$ cat src/hw/rtl/b64d_pkg.sv
`timescale 1ns / 1ps

package b64d_pkg;

  // Depth of the job queue between the front and the back part.
  localparam int unsigned FifoDepth = 4;
  localparam int unsigned FifoPtrW  = $clog2(FifoDepth);
  localparam int unsigned FifoCntW  = $clog2(FifoDepth + 1);

  // Symbol counts that matter when a partial group is flushed.
  localparam logic [1:0] CountOne   = 2'd1;
  localparam logic [1:0] CountTwo   = 2'd2;
  localparam logic [1:0] CountThree = 2'd3;

  // Byte slots inside one job.
  localparam logic [1:0] SlotFirst  = 2'd0;
  localparam logic [1:0] SlotSecond = 2'd1;
  localparam logic [1:0] SlotThird  = 2'd2;

  typedef struct packed {
    logic [7:0] char_code;
    logic       end_of_text;
  } in_item_t;

  typedef struct packed {
    logic [7:0] data_byte;
    logic       byte_valid;
    logic       last;
  } out_item_t;

  // Result of classifying one character.
  typedef struct packed {
    logic       ok;
    logic [5:0] value;
  } sym_t;

  // Work handed from the front to the back: up to three bytes of one item.
  typedef struct packed {
    logic [7:0] byte0;
    logic [7:0] byte1;
    logic [7:0] byte2;
    logic [1:0] nbytes;
    logic       last;
  } job_t;

  // Maps a character of the standard alphabet to its 6-bit value.
  function automatic sym_t sym_lookup(input logic [7:0] c);
    sym_t s;
    s.ok    = 1'b1;
    s.value = 6'd0;
    if (c >= 8'h41 && c <= 8'h5a) begin
      s.value = 6'(c - 8'h41);
    end else if (c >= 8'h61 && c <= 8'h7a) begin
      s.value = 6'(c - 8'h61 + 8'd26);
    end else if (c >= 8'h30 && c <= 8'h39) begin
      s.value = 6'(c - 8'h30 + 8'd52);
    end else if (c == 8'h2b) begin
      s.value = 6'd62;
    end else if (c == 8'h2f) begin
      s.value = 6'd63;
    end else begin
      s.ok = 1'b0;
    end
    return s;
  endfunction

endpackage

$ cat src/hw/rtl/b64d_front.sv
`timescale 1ns / 1ps

module b64d_front (
  input  logic               clk_i,
  input  logic               rst_ni,
  input  logic               in_valid_i,
  output logic               in_stall_o,
  input  b64d_pkg::in_item_t in_data_i,
  input  logic               fifo_full_i,
  output logic               push_o,
  output b64d_pkg::job_t     job_o
);

  logic [17:0]     group_bits_q, group_bits_d;
  logic [1:0]      symbol_count_q, symbol_count_d;
  logic            stopped_q, stopped_d;
  logic            accept;
  b64d_pkg::sym_t  sym;
  logic [17:0]     bits_upd;
  logic [1:0]      count_upd;
  logic [23:0]     word;
  logic [17:0]     flush_bits;
  logic [1:0]      flush_cnt;
  logic            do_flush;
  b64d_pkg::job_t  job;

  assign in_stall_o = fifo_full_i;
  assign accept     = in_valid_i && !fifo_full_i;
  assign sym        = b64d_pkg::sym_lookup(in_data_i.char_code);
  assign bits_upd   = {group_bits_q[11:0], sym.value};
  assign count_upd  = symbol_count_q + 2'd1;
  assign word       = {group_bits_q, sym.value};

  always_comb begin
    group_bits_d   = group_bits_q;
    symbol_count_d = symbol_count_q;
    stopped_d      = stopped_q;
    flush_bits     = group_bits_q;
    flush_cnt      = symbol_count_q;
    do_flush       = 1'b0;
    job            = '0;
    job.last       = in_data_i.end_of_text;
    if (accept) begin
      if (!stopped_q) begin
        if (!sym.ok) begin
          // Pad or stray character: flush what was collected and stop.
          do_flush       = 1'b1;
          stopped_d      = 1'b1;
          group_bits_d   = '0;
          symbol_count_d = '0;
        end else if (symbol_count_q == b64d_pkg::CountThree) begin
          job.byte0      = word[23:16];
          job.byte1      = word[15:8];
          job.byte2      = word[7:0];
          job.nbytes     = 2'd3;
          group_bits_d   = '0;
          symbol_count_d = '0;
        end else begin
          group_bits_d   = bits_upd;
          symbol_count_d = count_upd;
          flush_bits     = bits_upd;
          flush_cnt      = count_upd;
          do_flush       = in_data_i.end_of_text;
        end
      end
      if (in_data_i.end_of_text) begin
        group_bits_d   = '0;
        symbol_count_d = '0;
        stopped_d      = 1'b0;
      end
    end
    if (do_flush) begin
      case (flush_cnt)
        b64d_pkg::CountTwo: begin
          job.byte0  = flush_bits[11:4];
          job.nbytes = 2'd1;
        end
        b64d_pkg::CountThree: begin
          job.byte0  = flush_bits[17:10];
          job.byte1  = flush_bits[9:2];
          job.nbytes = 2'd2;
        end
        default: begin
          // Nothing or a single symbol: no byte comes out.
          job.nbytes = 2'd0;
        end
      endcase
    end
  end

  assign push_o = accept && (job.nbytes != 2'd0 || in_data_i.end_of_text);
  assign job_o  = job;

  always_ff @(posedge clk_i or negedge rst_ni) begin
    if (!rst_ni) begin
      group_bits_q   <= '0;
      symbol_count_q <= '0;
      stopped_q      <= 1'b0;
    end else begin
      group_bits_q   <= group_bits_d;
      symbol_count_q <= symbol_count_d;
      stopped_q      <= stopped_d;
    end
  end

  // The end of a string always leaves the decoder re-armed.
  a_eot_rearm : assert property (@(posedge clk_i) disable iff (!rst_ni)
    accept && in_data_i.end_of_text |=> symbol_count_q == 2'd0 && !stopped_q
      && group_bits_q == 18'd0)
    else $error("decoder not re-armed after end of string");

  // An empty job is only queued to carry the end-of-string mark.
  a_empty_job_last : assert property (@(posedge clk_i) disable iff (!rst_ni)
    push_o && job_o.nbytes == 2'd0 |-> job_o.last)
    else $error("empty job queued without last");

endmodule

$ cat src/hw/rtl/b64d_fifo.sv
`timescale 1ns / 1ps

module b64d_fifo (
  input  logic           clk_i,
  input  logic           rst_ni,
  input  logic           push_i,
  input  b64d_pkg::job_t push_data_i,
  output logic           full_o,
  input  logic           pop_i,
  output logic           head_valid_o,
  output b64d_pkg::job_t head_o
);

  b64d_pkg::job_t                       mem_q [b64d_pkg::FifoDepth];
  logic [b64d_pkg::FifoPtrW-1:0]        wr_ptr_q, wr_ptr_d;
  logic [b64d_pkg::FifoPtrW-1:0]        rd_ptr_q, rd_ptr_d;
  logic [b64d_pkg::FifoCntW-1:0]        count_q, count_d;

  assign full_o       = count_q == b64d_pkg::FifoCntW'(b64d_pkg::FifoDepth);
  assign head_valid_o = count_q != '0;
  assign head_o       = mem_q[rd_ptr_q];

  always_comb begin
    wr_ptr_d = wr_ptr_q;
    rd_ptr_d = rd_ptr_q;
    count_d  = count_q;
    if (push_i) begin
      wr_ptr_d = wr_ptr_q + 1'b1;
    end
    if (pop_i) begin
      rd_ptr_d = rd_ptr_q + 1'b1;
    end
    if (push_i && !pop_i) begin
      count_d = count_q + 1'b1;
    end else if (pop_i && !push_i) begin
      count_d = count_q - 1'b1;
    end
  end

  always_ff @(posedge clk_i or negedge rst_ni) begin
    if (!rst_ni) begin
      wr_ptr_q <= '0;
      rd_ptr_q <= '0;
      count_q  <= '0;
    end else begin
      wr_ptr_q <= wr_ptr_d;
      rd_ptr_q <= rd_ptr_d;
      count_q  <= count_d;
    end
  end

  always_ff @(posedge clk_i) begin
    if (push_i) begin
      mem_q[wr_ptr_q] <= push_data_i;
    end
  end

  a_no_overflow : assert property (@(posedge clk_i) disable iff (!rst_ni)
    full_o |-> !push_i)
    else $error("push into a full job queue");

  a_no_underflow : assert property (@(posedge clk_i) disable iff (!rst_ni)
    pop_i |-> head_valid_o)
    else $error("pop from an empty job queue");

endmodule

$ cat src/hw/rtl/b64d_back.sv
`timescale 1ns / 1ps

module b64d_back (
  input  logic                clk_i,
  input  logic                rst_ni,
  input  logic                head_valid_i,
  input  b64d_pkg::job_t      head_i,
  output logic                pop_o,
  output logic                out_valid_o,
  input  logic                out_stall_i,
  output b64d_pkg::out_item_t out_data_o
);

  logic                out_valid_q, out_valid_d;
  b64d_pkg::out_item_t out_q, out_d;
  logic [1:0]          slot_q, slot_d;
  logic [1:0]          final_slot;
  logic                load_en;
  logic                at_final;
  logic [7:0]          sel_byte;

  assign final_slot = (head_i.nbytes == 2'd0) ? 2'd0 : head_i.nbytes - 2'd1;
  assign at_final   = slot_q == final_slot;
  assign load_en    = !out_valid_q || !out_stall_i;
  assign pop_o      = load_en && head_valid_i && at_final;

  always_comb begin
    case (slot_q)
      b64d_pkg::SlotFirst:  sel_byte = head_i.byte0;
      b64d_pkg::SlotSecond: sel_byte = head_i.byte1;
      b64d_pkg::SlotThird:  sel_byte = head_i.byte2;
      default:              sel_byte = 8'd0;
    endcase
  end

  always_comb begin
    out_valid_d = out_valid_q;
    out_d       = out_q;
    slot_d      = slot_q;
    if (load_en) begin
      out_valid_d = head_valid_i;
      if (head_valid_i) begin
        out_d.byte_valid = head_i.nbytes != 2'd0;
        out_d.data_byte  = (head_i.nbytes != 2'd0) ? sel_byte : 8'd0;
        out_d.last       = head_i.last && at_final;
        slot_d           = at_final ? 2'd0 : slot_q + 2'd1;
      end
    end
  end

  always_ff @(posedge clk_i or negedge rst_ni) begin
    if (!rst_ni) begin
      out_valid_q <= 1'b0;
      slot_q      <= '0;
    end else begin
      out_valid_q <= out_valid_d;
      slot_q      <= slot_d;
    end
  end

  always_ff @(posedge clk_i) begin
    out_q <= out_d;
  end

  assign out_valid_o = out_valid_q;
  assign out_data_o  = out_q;

  // A beat without a byte exists only to close a string, and carries zero.
  a_empty_beat : assert property (@(posedge clk_i) disable iff (!rst_ni)
    out_valid_o && !out_data_o.byte_valid |-> out_data_o.last
      && out_data_o.data_byte == 8'd0)
    else $error("empty beat without last or with data");

  a_slot_range : assert property (@(posedge clk_i) disable iff (!rst_ni)
    head_valid_i |-> slot_q <= final_slot)
    else $error("byte slot past the end of the job");

endmodule

$ cat src/hw/rtl/base64_stream_decoder.sv
`timescale 1ns / 1ps

// Streaming base64 decoder. The input channel takes one character per beat
// with an end_of_text flag on the last character of a string. The output
// channel gives one decoded byte per beat; byte_valid tells whether the beat
// carries a byte and last marks the final beat of a string. A string whose
// end produces no byte still gives one beat with byte_valid low and last set.
// Both channels use valid/stall: a beat moves on a rising edge with valid
// high and stall low.
// The front part classifies each character and assembles groups in the same
// cycle it is accepted, queuing a job of up to three bytes. The back part
// drains jobs into the output register one byte per cycle while the receiver
// does not stall. Input accepts one character per cycle while the queue is
// not full; output gives one beat per cycle while not stalled, which sustains
// the stream because four characters yield only three bytes. A burst of
// short items is absorbed by the four-entry job queue.
// When the receiver stalls, the output beat holds and the queue fills; once
// it is full, in_stall_o rises. Reset clears the group state, the queue and
// the output valid flag; no result is pending afterward.
module base64_stream_decoder (
  input  logic                clk_i,
  input  logic                rst_ni,
  input  logic                in_valid_i,
  output logic                in_stall_o,
  input  b64d_pkg::in_item_t  in_data_i,
  output logic                out_valid_o,
  input  logic                out_stall_i,
  output b64d_pkg::out_item_t out_data_o
);

  logic           fifo_full;
  logic           push;
  b64d_pkg::job_t push_job;
  logic           pop;
  logic           head_valid;
  b64d_pkg::job_t head_job;

  // Character classification and group assembly.
  b64d_front u_front (
    .clk_i       (clk_i),
    .rst_ni      (rst_ni),
    .in_valid_i  (in_valid_i),
    .in_stall_o  (in_stall_o),
    .in_data_i   (in_data_i),
    .fifo_full_i (fifo_full),
    .push_o      (push),
    .job_o       (push_job)
  );

  // Short queue that decouples the two sides.
  b64d_fifo u_fifo (
    .clk_i        (clk_i),
    .rst_ni       (rst_ni),
    .push_i       (push),
    .push_data_i  (push_job),
    .full_o       (fifo_full),
    .pop_i        (pop),
    .head_valid_o (head_valid),
    .head_o       (head_job)
  );

  // Byte serializer with the output register.
  b64d_back u_back (
    .clk_i        (clk_i),
    .rst_ni       (rst_ni),
    .head_valid_i (head_valid),
    .head_i       (head_job),
    .pop_o        (pop),
    .out_valid_o  (out_valid_o),
    .out_stall_i  (out_stall_i),
    .out_data_o   (out_data_o)
  );

endmodule

$ cat config.mk
export PLATFORM = sky130hd
export DESIGN_NAME = base64_stream_decoder
export DESIGN_NICKNAME = d
export VERILOG_FILES = /design/src/hw/rtl/b64d_pkg.sv /design/src/hw/rtl/b64d_front.sv /design/src/hw/rtl/b64d_fifo.sv /design/src/hw/rtl/b64d_back.sv /design/src/hw/rtl/base64_stream_decoder.sv
export SDC_FILE = /design/constraint.sdc
export NUM_CORES = 1
export LEC_CHECK = 0
export BUFFER_PORTS_ARGS = -buffer_cell sky130_fd_sc_hd__buf_2
export CAP_MARGIN = 25
export CORE_MARGIN = 2
export CORE_UTILIZATION = 60
export CTS_BUF_LIST = sky130_fd_sc_hd__clkbuf_4
export DETAILED_ROUTE_END_ITERATION = 10
export GPL_TIMING_DRIVEN = 0
export PLACE_DENSITY = 0.78
export SLEW_MARGIN = 5
export SYNTH_ARGS = -nofsm -noshare
export SYNTH_HDL_FRONTEND = slang
export SYNTH_SLANG_ARGS = --single-unit
export TNS_END_PERCENT = 50
$ cat constraint.sdc
create_clock -name clk_i -period 9.39 [get_ports clk_i]
set_clock_uncertainty 0.05 [all_clocks]
set_input_delay 0.939 -clock clk_i [delete_from_list [all_inputs] [get_ports clk_i]]
set_output_delay 0.939 -clock clk_i [all_outputs]
set_load 0.05 [all_outputs]
# ---- Word-level counts from Yosys, hierarchy flattened
# Memory sizes are Yosys's and may differ from the RTL's.
# Cells that the tools add are included.
dict set report word_totals {
  output_inout_bits 12
  input_bits 13
  ram_bits 108
  regBits 41
  n_memories 1
  word_cells 114
}
# name words width read_ports rd_ports_with_merged_regs write_ports line
set mem_list {}
lappend mem_list {u_fifo.mem_q 4 27 1 0 1 b64d_fifo.sv:14} ;# b64d_pkg::job_t mem_q [b64d_pkg::FifoDepth];
dict set report op_classes {
  add_sub_neg 12
  n_reduce_logical 25
  mux 49
  order_cmp 6
  n_eq_ne 10
}
# cell count
set ops {}
lappend ops {{$mux W18} 8}
lappend ops {{$mux W26} 4}
lappend ops {{$mux W6} 5}
lappend ops {{$pmux W8 S3} 1}
lappend ops {{$mux W2} 11}
lappend ops {{$eq A8 B6 Y1 const B} 2}
lappend ops {{$ge A8 B7 Y1 const B} 2}
lappend ops {{$le A8 B7 Y1 const B} 2}
lappend ops {{$mux W16} 1}
lappend ops {{$pmux W8 S2} 1}
lappend ops {{$mux W1} 14}
lappend ops {{$sub A6 B6 Y6 const B} 2}
lappend ops {{$logic_and A1 B1 Y1} 10}
lappend ops {{$add A2 B1 Y2 const B} 4}
lappend ops {{$eq A2 B2 Y1 const B} 4}
lappend ops {{$ge A8 B6 Y1 const B} 1}
lappend ops {{$le A8 B6 Y1 const B} 1}
lappend ops {{$mux W8} 1}
lappend ops {{$add A6 B5 Y6 const B} 1}
lappend ops {{$add A6 B6 Y6 const B} 1}
lappend ops {{$mux W3} 2}
lappend ops {{$reduce_bool A2 Y1} 3}
lappend ops {{$sub A6 B1 Y6 const B} 1}
lappend ops {{$logic_not A1 Y1} 5}
lappend ops {{other kinds (12)} 15}

# ---- Logic depth before layout (Yosys ltp)
dict set report logic_depth {
  ltp_word 19
  ltp_mapped 15
  depth_no_buf 14
}

# ---- Cells and area by module
# Synthesis repeated with hierarchy kept, for this count alone.
dict set report hier_totals {
  hier_cells 450
  hier_area_um2 6962.9
}
# module area_per_inst_um2 seq_area_each_um2 cells_per_inst instances
set modules_own_cells {}
lappend modules_own_cells {b64d_fifo 4300.4 3418.3 175 1}
lappend modules_own_cells {b64d_front 1929.4 525.5 217 1}
lappend modules_own_cells {b64d_back 733.2 375.4 58 1}

# ---- Least setup slack after synthesis
# No wires, ideal clock.
dict set report synth_timing {
  kind {input to register}
  from {in in_data_i[3] (netlist name)}
  to {mem u_fifo.mem_q[0][0] (netlist name), enable pin}
  slack_ns 5.315
  t_arrival_ns 3.611
  path_stages 8
  path_buffers 0
  cell_sequence {inv_2 -> ha_1 -> nor3b_2 -> a211oi_2 -> o21a_2 -> o21ai_4 -> o311a_4 -> nor2b_1}
}
dict set report synth_between {
  elab_chain_len 17
  word_cells_on_any_way 34
  classes_between {order compare (6); eq/ne (4); mux (18); reduce/logical (6)}
}
# element line
set synth_rtl {}
lappend synth_rtl {{start: declaration} base64_stream_decoder.sv:25} ;# input b64d_pkg::in_item_t in_data_i,
lappend synth_rtl {{branches (longest 5 deep; another with $ge A8 B6 Y1)} --}
lappend synth_rtl {{$mux W1 (*)} b64d_pkg.sv:51} ;# if (c >= 8'h41 && c <= 8'h5a) begin
lappend synth_rtl {{$mux W2} b64d_front.sv:45} ;# if (!sym.ok) begin
lappend synth_rtl {{$mux W2} b64d_front.sv:44} ;# if (!stopped_q) begin
lappend synth_rtl {{$mux W2} b64d_front.sv:43} ;# if (accept) begin
lappend synth_rtl {{$eq A2 B2 Y1} b64d_front.sv:73} ;# case (flush_cnt)
lappend synth_rtl {{$pmux W2 S2} b64d_front.sv:73}
lappend synth_rtl {{$mux W2 (*)} b64d_front.sv:72} ;# if (do_flush) begin
lappend synth_rtl {{$reduce_bool A2 Y1 (*)} b64d_front.sv:91} ;# assign push_o = accept && (job.nbytes != 2'd0 || in_data_i.end_of_text);
lappend synth_rtl {{$logic_or A1 B1 Y1 (*)} b64d_front.sv:91}
lappend synth_rtl {{$logic_and A1 B1 Y1 (*)} b64d_front.sv:91}
lappend synth_rtl {{$mux W1 (*)} b64d_fifo.sv:53} ;# if (push_i) begin
lappend synth_rtl {{$mux W1 (not written as such) (*)} b64d_fifo.sv:54} ;# mem_q[wr_ptr_q] <= push_data_i;
lappend synth_rtl {{end: declaration} b64d_fifo.sv:14}
# Every way passes the cells marked *.

# ---- Worst setup path after layout
dict set report layout_timing {
  from {in in_data_i[1] (netlist name)}
  to {reg u_fifo.count_q[1] (netlist name)}
}
dict set report layout_between {
  word_cells_on_any_way 37
  classes_between {order compare (6); eq/ne (4); mux (17); reduce/logical (10)}
}
# element line
set layout_lines {}
lappend layout_lines {{branches (longest 5 deep; another with $ge A8 B6 Y1)} --}
lappend layout_lines {{$mux W1 (*)} b64d_pkg.sv:51}
lappend layout_lines {{$mux W2} b64d_front.sv:45}
lappend layout_lines {{$mux W2} b64d_front.sv:44}
lappend layout_lines {{$mux W2} b64d_front.sv:43}
lappend layout_lines {{$eq A2 B2 Y1} b64d_front.sv:73}
lappend layout_lines {{$pmux W2 S2} b64d_front.sv:73}
lappend layout_lines {{$mux W2 (*)} b64d_front.sv:72}
lappend layout_lines {{$reduce_bool A2 Y1 (*)} b64d_front.sv:91}
lappend layout_lines {{$logic_or A1 B1 Y1 (*)} b64d_front.sv:91}
lappend layout_lines {{$logic_and A1 B1 Y1 (*)} b64d_front.sv:91}
lappend layout_lines {{net push} base64_stream_decoder.sv:32} ;# logic push;
lappend layout_lines {{$logic_and A1 B1 Y1 (*)} b64d_fifo.sv:33} ;# if (push_i && !pop_i) begin
lappend layout_lines {{$mux W3 (*)} b64d_fifo.sv:33}
lappend layout_lines {{net u_fifo.count_d (one bit)} b64d_fifo.sv:17} ;# logic [b64d_pkg::FifoCntW-1:0] count_q, count_d;
lappend layout_lines {{end signal: assignment} b64d_fifo.sv:48} ;# count_q <= count_d;
lappend layout_lines {{end: declaration} b64d_fifo.sv:17}
# Mark *: on every way through the listed nets, which the timed path passes.
# A chain may end at the register's enable or synchronous reset.

==> impl_metrics.py <==
metrics = {
    "yosys": {
        "synth_edf_count": 118,
        "seq_area_frac_synth": 0.624,
        "synth_fp_nets": 488,
        "syn-cell-area_um2": 6920,
        "yosys.area.top_type": "edfxtp_1",
        "synthAdderAreaFrac": 0.0409,
        "synth_area_per_cell_um2": 15.3,
        "synth_compound_area_frac": 0.126,
        "synthSimpleGateAreaFrac": 0.0716,
        "synth_cell_type_count": 73,
        "synth_top_area_frac": 0.512,
        "synth_top_family_by_area": "compound AO/OA/AOI/OAI gates",
        "ys_ff_latch": 149,
        "synthXorXnorAreaFrac": 0.0101,
        "synth_flop_cell": "edfxtp_1",
        "muxShareOfSynthArea": 0.102,
        "yosysWarnings": 0,
        "synthArstFlopShare": 0.208,
        "synth_area_leaders": "edfxtp_1 (51%), dfrtp_1 (11%), mux4_2 (8.5%)",
        "syn-instance-count": 453,
    },
    "timing": {
        "slew_violations": 0,
        "fin_tns_setup_ns": 0,
        "tightest_slew_ns": 0.914,
        "maxSlewHeadroom": 0.389,
        "fmax_ghz": 0.283,
        "hold_viol_final": 0,
        "fin_ws_ns": 5.85,
        "rsz0062_at_grt": "false",
        "setup_viol": 0,
        "finalCritPeriodShare": 0.377,
        "holdWs_ns": 0.403,
        "period_minus_slack_ns": 3.54,
    },
    "clocking": {
        "cts_buffers": 17,
        "cts-root-buf": "clkbuf_4",
        "cts_tree": "done",
        "clk_pin_slew_ns": 0.12,
        "post_cts_buffers": 0,
        "clk_latency_ns": 0.53,
        "cts_hold_buf": 0,
        "clkSinkCount": 149,
        "htree_levels": 4,
        "ctsLongestPathBuffers": 2,
        "cts_resized": 0,
    },
    "floorplan": {
        "dieArea_um2": 12400,
        "ios": 25,
        "die_h_um": 111,
        "core_area_um2": 11300,
        "start_util": 0.611,
        "die_w_um": 111,
        "fp-row-count": 39,
    },
    "pwr": {
        "clkPwrFrac": 0.194,
        "swShare": 0.357,
        "internal_power_uw": 1190,
        "power.switching_uw": 662,
        "leakage_uw": 0.00269,
        "p_seq_frac": 0.467,
        "power_frac_comb": 0.339,
        "p_per_area_nw_per_um2": 247,
        "peakVddDrop_mv": 0.196,
    },
    "worst_setup_path": {
        "crit_path_start_kind": "input pin",
        "worst-setup-path-type": "in2reg",
        "path_cells": "buf_2 > inv_1 > ha_1 > nor3b_2 > a211oi_2 > o21a_2 > o21ai_4 > o311a_4 > inv_1 > ha_1 > inv_1 > fa_1 > mux2_2",
        "worst_ep_required_time_ns": 9.77,
        "r2r_cells": 12,
        "end_kind": "flop",
        "reg2reg_to": "u_fifo.count_q[2]",
        "crit_top_cell": "inv_1",
        "rrSetupSlack_ns": 6.33,
        "arrival_ns": 3.92,
        "slowest_stage": "fa_1",
        "worst-path-stages": 13,
        "cp_num_buf_inv": 4,
        "rr_startpoint": "u_fifo.count_q[2]",
        "worst_path_dominant_cell_family": "compound AO/OA/AOI/OAI gates",
        "path_max_fanout": 10,
        "slowest_delay_ns": 0.41,
    },
    "drt": {
        "vias": 4187,
        "vias_per_cell": 6.41,
        "drc": 0,
        "drt-initial-drc-count": 403,
        "wl_per_cell_um": 21.4,
        "dr.pass1.iters": 5,
        "antenna_left": 0,
        "wl_um": 14000,
    },
    "worst_hold_path": {
        "hold_path.class": "in2async",
    },
    "grt": {
        "grt_max_degree": 32,
        "grt.overflow.total": 0,
        "grt_pass1_vias": 4143,
        "grt_pass1_wl_um": 22700,
        "track_usage": 0.241,
        "antenna_found_initial": 0,
    },
    "placement": {
        "dp_cells": 620,
        "post-dp-hpwl_um": 9890,
        "placed_area_um2": 7250,
        "port-buffer-count": 23,
        "gp_congestion": 0.907,
        "place_worst_setup_slack_ns": 5.31,
    },
    "cells_and_area": {
        "syn2layout_area_growth_pct": 8.55,
        "multiInputGateArea_um2": 2460,
        "regArea_um2": 4320,
        "nFillCells": 823,
        "instances_no_fill": 653,
        "layout-drive-gt1-share": 0.257,
        "nets": 531,
        "fin_area_um2": 7510,
    },
    "run": {
        "cap_violations": 0,
    },
    "outcome": {
        "outcome": "completed",
    },
}
## power groups by stage
stage	logic (uW)	registers [uW]	clock network (uW)
final	628	866	359
after global routing	680	876	392
after CTS	633	867	363
after detailed placement	631	882	0
after global placement	607	877	0
after floorplan	387	954	0
## worst max-delay path by stage
stage | startpoint | slack [ns] | end
6_report | in_data_i[1] | 5.85 | u_fifo.count_q[1]
5_1_grt | in_data_i[3] | 5.71 | u_fifo.count_q[2]
4_1_cts | in_data_i[1] | 5.90 | u_fifo.count_q[1]
3_5_place_dp | in_data_i[1] | 5.31 | u_fifo.count_q[1]
3_3_place_gp | in_data_i[3] | 4.09 | u_fifo.mem_q[0][26]
2_1_floorplan | in_data_i[3] | 5.32 | u_fifo.mem_q[0][0]
## synth_stat cells (3+ instances only)
library cell / instances
nor2_1: 16
edfxtp_1: 118
mux4_2: 26
mux2_2: 7
nor2b_1: 7
nand2_1: 28
mux2i_1: 3
a22oi_1: 10
and3_1: 4
dfrtp_1: 31
nor3b_2: 3
o2bb2ai_1: 7
a31oi_1: 4
buf_2: 5
a21oi_1: 24
buf_6: 3
nor3_1: 5
ha_1: 21
o22ai_1: 3
nand2b_1: 4
a221o_1: 4
a22o_1: 16
a21boi_0: 3
clkbuf_1: 6
xnor2_1: 6
o21ai_0: 13
inv_1: 16
nand3_1: 6
## cells in the final DEF (no fill, tap or decap), types with 3 or more instances in the layout
| cell | n |
|---|---|
| clkbuf_4 | 17 |
| inv_6 | 3 |
| inv_1 | 16 |
| clkinv_2 | 3 |
| a22o_1 | 16 |
| a221o_1 | 4 |
| and3_1 | 4 |
| edfxtp_1 | 118 |
| xnor2_1 | 6 |
| clkbuf_1 | 6 |
| mux2_2 | 7 |
| nand2_1 | 28 |
| buf_6 | 3 |
| dfrtp_1 | 31 |
| clkinvlp_4 | 5 |
| buf_2 | 28 |
| a31oi_1 | 4 |
| nor3b_2 | 3 |
| o2bb2ai_1 | 7 |
| a22oi_1 | 10 |
| a21boi_0 | 3 |
| o22ai_1 | 3 |
| a21oi_1 | 24 |
| mux4_2 | 26 |
| nand2b_1 | 4 |
| mux2i_1 | 3 |
| nor2b_4 | 4 |
| nor2b_1 | 3 |
| nor2_1 | 16 |
| nand3_1 | 6 |
| ha_1 | 21 |
| nor3_1 | 5 |
| o21ai_0 | 13 |
## sequential cells by signal, indices dropped and copies added, names as in the netlist
signal and cells:
u_front.group_bits_q 18, u_back.out_data_o 10, u_fifo.count_q 3, u_front.stopped_q 1, u_back.out_valid_o 1, u_fifo.mem_q 108
u_fifo.rd_ptr_q 2, u_front.symbol_count_q 2, u_back.slot_q 2, u_fifo.wr_ptr_q 2
## through the flow
step	total power [uW]	utilization
final	1850	0.664
after global routing	1950	0.663
after CTS	1860	0.663
after detailed placement	1510	0.641
after global placement	1480	0.637
after floorplan	1340	-
## layout make-up
| class | count | share of cell area |
|---|---|---|
| clock buffer | 17 | 0.0170 |
| antenna | 1 | 0.000333 |
| buffer | 18 | 0.0147 |
| multi-input combinational | 269 | 0.327 |
| clock inverter | 15 | 0.0173 |
| inverter | 17 | 0.00849 |
| tap | 143 | 0.0238 |
| sequential | 149 | 0.575 |
| timing repair buffer | 24 | 0.0163 |
## metal layers
layer,vias to the layer above,wire length (um),GRT usage
li1,1876,-,-
met1,2106,5780,0.323
met2,178,7030,0.399
met3,27,919,0.0610
met4,0,239,0.0691
met5,-,0,0
## cells by family (layout without fill, tap and decap cells)
family / count (synthesis) / after routing
muxes: 37 / 37
xor gates and xnor gates: 8 / 8
buffers and inverters: 35 / 91
DFF: 149 / 149
other: 0 / 1
AOI/OAI and AO/OA: 111 / 111
adders and majority gates: 22 / 22
and+or+nand+nor: 91 / 91
No activity file was read; power rests on OpenSTA's default activity.
